`src/hw/rtl/lpgb_pkg.sv`:
```
// ----------------------------------------------------------------------------
// lpgb_pkg
// Shared constants, register codes and the arctangent table for polar binning.
// ----------------------------------------------------------------------------
package lpgb_pkg;

  localparam int unsigned COORD_BITS_DEF = 20;
  localparam int unsigned ANGLE_BITS_DEF = 16;
  localparam int unsigned INDEX_BITS_DEF = 10;

  localparam int unsigned CORDIC_STEPS   = 30;
  localparam int unsigned CORDIC_WIDTH   = 64;
  localparam int unsigned ACC_BITS       = 32;
  localparam int unsigned RANGE_OUT_BITS = 20;
  localparam int unsigned LIMIT_BITS     = 20;
  localparam int unsigned COUNT_BITS     = 11;
  localparam int unsigned QUOT_BITS      = COUNT_BITS;
  localparam int unsigned NUM_BITS       = LIMIT_BITS + COUNT_BITS;
  localparam int unsigned CFG_ADDR_BITS  = 3;
  localparam int unsigned CFG_DATA_BITS  = LIMIT_BITS;

  localparam logic [LIMIT_BITS-1:0] RANGE_MIN_RST    = 20'd3000;
  localparam logic [LIMIT_BITS-1:0] RANGE_MAX_RST    = 20'd100000;
  localparam logic [COUNT_BITS-1:0] BIN_COUNT_RST    = 11'd120;
  localparam logic [COUNT_BITS-1:0] SECTOR_COUNT_RST = 11'd360;

  typedef enum logic [CFG_ADDR_BITS-1:0] {
    CfgRangeMin    = 3'd0,
    CfgRangeMax    = 3'd1,
    CfgBinCount    = 3'd2,
    CfgSectorCount = 3'd3
  } cfg_reg_e;

  // atan(2^-i) in units of 2^-32 turn, truncated
  function automatic logic [ACC_BITS-1:0] atan_entry(int unsigned i);
    logic [ACC_BITS-1:0] r;
    case (i)
      0:  r = 32'h20000000;
      1:  r = 32'h12E4051D;
      2:  r = 32'h09FB385B;
      3:  r = 32'h051111D4;
      4:  r = 32'h028B0D43;
      5:  r = 32'h0145D7E1;
      6:  r = 32'h00A2F61E;
      7:  r = 32'h00517C55;
      8:  r = 32'h0028BE53;
      9:  r = 32'h00145F2E;
      10: r = 32'h000A2F98;
      11: r = 32'h000517CC;
      12: r = 32'h00028BE6;
      13: r = 32'h000145F3;
      14: r = 32'h0000A2F9;
      15: r = 32'h0000517C;
      16: r = 32'h000028BE;
      17: r = 32'h0000145F;
      18: r = 32'h00000A2F;
      19: r = 32'h00000517;
      20: r = 32'h0000028B;
      21: r = 32'h00000145;
      22: r = 32'h000000A2;
      23: r = 32'h00000051;
      24: r = 32'h00000028;
      25: r = 32'h00000014;
      26: r = 32'h0000000A;
      27: r = 32'h00000005;
      28: r = 32'h00000002;
      29: r = 32'h00000001;
      default: r = '0;
    endcase
    return r;
  endfunction

endpackage

```
`src/hw/rtl/lpgb_div.sv`:
```
// ----------------------------------------------------------------------------
// lpgb_div
// Pipelined restoring divider, one quotient bit per stage.
// ----------------------------------------------------------------------------
module lpgb_div #(
  parameter int unsigned NumBits  = lpgb_pkg::NUM_BITS,
  parameter int unsigned DenBits  = lpgb_pkg::LIMIT_BITS,
  parameter int unsigned QuotBits = lpgb_pkg::QUOT_BITS
) (
  input  logic                clk_i,
  input  logic                en_i,
  input  logic [NumBits-1:0]  num_i,
  input  logic [DenBits-1:0]  den_i,
  output logic [QuotBits-1:0] quot_o
);

  localparam int unsigned RemW = (NumBits > DenBits + QuotBits) ? NumBits
                                                               : DenBits + QuotBits;

  logic [RemW-1:0]     rem_q  [1:QuotBits];
  logic [DenBits-1:0]  den_q  [1:QuotBits];
  logic [QuotBits-1:0] quot_q [1:QuotBits];

  for (genvar k = 0; k < QuotBits; k++) begin : g_stage
    logic [RemW-1:0]     rem_in, dsh;
    logic [DenBits-1:0]  den_in;
    logic [QuotBits-1:0] quot_in;

    if (k == 0) begin : g_first
      assign rem_in  = RemW'(num_i);
      assign den_in  = den_i;
      assign quot_in = '0;
    end else begin : g_next
      assign rem_in  = rem_q[k];
      assign den_in  = den_q[k];
      assign quot_in = quot_q[k];
    end

    assign dsh = RemW'(den_in) << (QuotBits - 1 - k);

    always_ff @(posedge clk_i) begin
      if (en_i) begin
        den_q[k+1] <= den_in;
        if (rem_in >= dsh) begin
          rem_q[k+1]  <= rem_in - dsh;
          quot_q[k+1] <= {quot_in[QuotBits-2:0], 1'b1};
        end else begin
          rem_q[k+1]  <= rem_in;
          quot_q[k+1] <= {quot_in[QuotBits-2:0], 1'b0};
        end
      end
    end
  end

  assign quot_o = quot_q[QuotBits];

endmodule

```
`config.mk`:
```
export PLATFORM = sky130hd
export DESIGN_NAME = lpgb_div
export DESIGN_NICKNAME = d
export VERILOG_FILES = /design/src/hw/rtl/lpgb_pkg.sv /design/src/hw/rtl/lpgb_div.sv
export SDC_FILE = /design/constraint.sdc
export NUM_CORES = 1
export LEC_CHECK = 0
export BUFFER_PORTS_ARGS = -buffer_cell sky130_fd_sc_hd__clkbuf_2
export CORE_ASPECT_RATIO = 1.75
export CORE_UTILIZATION = 55
export DETAILED_ROUTE_END_ITERATION = 6
export GPL_ROUTABILITY_DRIVEN = 0
export PLACE_DENSITY = 0.76
export SYNTH_ARGS = -nofsm -noshare
export SYNTH_HDL_FRONTEND = slang
export SYNTH_SLANG_ARGS = --single-unit
```
`constraint.sdc`:
```
create_clock -name clk_i -period 5.2 [get_ports clk_i]
set_input_delay 0.52 -clock clk_i [delete_from_list [all_inputs] [get_ports clk_i]]
set_output_delay 0.52 -clock clk_i [all_outputs]
set_load 0.02 [all_outputs]
```
==> metrics <==
Setup TNS 0 ns; Setup Crit Path Kind reg -> reg; Seq/Total Area, Yosys 0.545; Synth async-reset ratio 0; Clk Tree Root Cell clkbuf_16; compound-cell area share of the yosys netlist 0.142; Critical Path Start Type flop; CP peak stage delay 0.93 ns; crit-path max FO 36; mux cell area share after synthesis 0.0126; r2r worst-path depth 13; final wirelength 66.2 mm; adder-cell share of the synthesized area 0.0930; final hold vios 0; leakage 13.6 nW; Layout area overhead 9.19%; Vias/cell 5.81; slew margin rel. 0.202; Global Route Usage Sum 0.229; Crit path required time 5.53 ns; Die W 184 µm; CP Buf/Inv Count 2; Initial Util 0.557; Worst Slack Setup Final 1.14 ns; Final Cycle Share 0.780; Min-Delay Path Depth 1; Synth Net Count 3100; Clock Tree Buf Depth 3; worst hold start num_i[6]; Routed wire per std cell 17.9 µm; hold crit path type in -> reg; R2R Setup Slk roughly 1.1 ns; Post-CTS Repair Setup Buffers 0; crit end category flop; IO buf count 63; routed vias 21.5k; Simple-Gate Fraction of Synth Area 0.109; main combinational cell family by area after synthesis compound AO/OA/AOI/OAI gates; Max Slew Vio Count 0; unrepaired setup endpoints after global routing no; initial antenna violation count 0; CP delay by family, top compound AO/OA/AOI/OAI gates; grt ovf 0; sw power 6.11 mW; Placement Setup Slack 1.22 ns; number of flops mapped to enable cells by yosys 576; WHS Endpoint rem_q[0][37]$_DFFE_PP_; Syn Area/Cell 11.3 µm²; Synth cell types 84; Layout Skew 0.0122 ns; Setup-failing EPs final 0; maximum vdd drop about 0.32 mV; die height 320 µm; Rows 116; clock power share 0.217; core area 57000 µm²; Critical Path Slowest Stage Cell a21o_1; Fmax 247 MHz; drt drc 0; Cells after Synth 2817; clock latency at the later pin of the worst-skew pair just under 0.6 ns; post-detail-place hpwl a little over 50 mm; largest net degree at the start of global routing 151; drt initial violations between 1k and 1.5k; clk slew on worst S/H paths 0.06 ns; ANT cells 0; nets 3174; Top cell by count, worst path inv_1; I/O pin count 64; Worst Path Arrival 4.38 ns; Int Pwr 11.6 mW; first-pass GRT wire length roughly 110 mm; Slew @ Worst Pin 1.20 ns; R2R Path End rem_q[0][152]$_DFFE_PP_; status completed; CTS sink count 576; CTS tree yes; sw frac 0.346; Synth Area in XOR/XNOR 0.0549; CTS Buf Count between 50 and 60; Hold Buf Count CTS 0; Resized cells post-CTS 0; sequential share of power 0.406; mapped cell area 31700 µm²; Yosys reg bits 576; CTS H-tree depth 2; ys flop type edfxtp_1; yosys warns 0; reg-to-reg startpoint rem_q[0][100]$_DFFE_PP_; die area about 59000 µm²; Pwr Density 510 nW/µm²; Max Cap Violations 0; remaining antenna violation count 0; Tmin final 4.06 ns; WHS 0.121 ns; layout cells sized above 1 0.0780; DR pass1 iterations 7; CP Cell Sequence inv_1 > ha_1 > inv_1 > fa_1 > a211oi_2 > o21ai_1 > a311oi_2 > a21oi_1 > a211o_1 > a21o_1 > nor3b_2 > o221ai_1 > xnor2_1; vias in the first global route 22.9k; logic gate share of total power 0.377
-- sequential cells by signal, indices dropped and copies added, names as in the netlist --
signal and cells:
den_q 200, rem_q 310, quot_q 66
-- worst reg2reg max path, stage by stage (launching register included) --
cell and delay, ns:
edfxtp_1 0.35, inv_1 0.05, ha_1 0.21, inv_1 0.09, fa_1 0.24, a211oi_2 0.10
o21ai_1 0.30, a311oi_2 0.19, a21oi_1 0.30, a211o_1 0.24, a21o_1 0.93, nor3b_2 0.43
o221ai_1 0.20, xnor2_1 0.16
-- cells in the mapped netlist, types with 46 or more instances --
library cell	n	area (µm²)
nor3_1	51	255
a21o_1	88	661
inv_1	293	1100
nand2_1	263	987
a21oi_1	176	881
nor2_1	129	484
xnor2_1	105	920
ha_1	220	2750
xor2_1	94	823
o21ai_0	209	1050
edfxtp_1	576	17300
clkbuf_1	46	173
-- routing by layer --
layer / vias to the layer above / wire [µm] / global-route usage
li1: 10500 / - / -
met1: 10200 / 20300 / 0.178
met2: 600 / 38400 / 0.479
met3: 272 / 1820 / 0.0235
met4: 0 / 5630 / 0.184
met5: - / 0 / 0
-- power groups by stage --
| stage | Sequential (mW) | Clock, mW | Combinational, mW |
|---|---|---|---|
| floorplan | 7.02 | 0 | 5.09 |
| global placement | 7.19 | 0 | 6.22 |
| detailed placement | 7.24 | 0 | 6.54 |
| CTS | 7.14 | 3.89 | 6.57 |
| global route | 7.26 | 4.06 | 7.35 |
| finish | 7.17 | 3.84 | 6.66 |
-- kinds of logic after synthesis --
logic type      count (synthesis)
compound gates                712
xor+xnor                      199
fa+ha+maj                     230
buf+inv                       362
flops                         576
mux                            36
simple gates                  702
-- through the flow --
step | power (mW) | instance area (µm²) | util | std cells
after global routing | 18.7 | 34700 | 0.608 | 3702
after floorplan | 12.1 | 31700 | - | 2817
after detailed placement | 13.8 | 33000 | 0.578 | 3603
after CTS | 17.6 | 34700 | 0.608 | 3702
after global placement | 13.4 | 33000 | 0.578 | 3603
final | 17.7 | 34700 | 0.608 | 3702
-- cell type report --
cell class	instances	area, µm²
Inverter	295	1110
Clock inverter	31	287
Fill cell	4354	22400
Clock buffer	68	1430
Tap cell	767	960
Multi-Input combinational cell	1879	13100
Sequential cell	576	17300
Timing Repair Buffer	86	510
-- cells in the final DEF (no fill, tap or decap), types with 10 or more instances in the layout --
cell	netlist	layout
fa_1	10	10
xor2_1	94	94
edfxtp_1	576	576
nand3_1	32	32
nand4_1	27	27
o21ai_0	209	209
o31ai_1	15	15
nor4b_1	16	16
xnor2_1	105	105
nand2b_1	27	27
buf_4	1	22
mux2_2	27	27
o31a_1	11	11
o21ai_1	26	26
a21oi_1	176	174
o21bai_1	29	29
o21a_1	21	21
nand2_1	263	263
nor3_1	51	51
clkbuf_16	0	55
a211oi_1	11	11
a21o_1	88	88
ha_1	220	220
or3_1	19	19
nor2b_1	37	36
inv_1	293	293
or4_1	13	13
a31oi_1	21	21
clkbuf_1	46	13
nor4_1	25	25
clkinv_1	0	13
and3_1	14	14
clkbuf_2	0	62
nor2_1	129	129
-- worst max-delay path by stage --
| stage | start | to | cells after the start |
|---|---|---|---|
| 3_3_place_gp | rem_q[0][100]$_DFFE_PP_ | rem_q[0][153]$_DFFE_PP_ | 13 |
| 5_1_grt | rem_q[0][118]$_DFFE_PP_ | rem_q[0][152]$_DFFE_PP_ | 10 |
| 4_1_cts | rem_q[0][100]$_DFFE_PP_ | rem_q[0][152]$_DFFE_PP_ | 13 |
| 2_1_floorplan | rem_q[0][220]$_DFFE_PP_ | rem_q[0][252]$_DFFE_PP_ | 13 |
| 3_5_place_dp | rem_q[0][100]$_DFFE_PP_ | rem_q[0][152]$_DFFE_PP_ | 13 |
| 6_report | rem_q[0][100]$_DFFE_PP_ | rem_q[0][152]$_DFFE_PP_ | 13 |
Power figures use the tool's default switching activity.
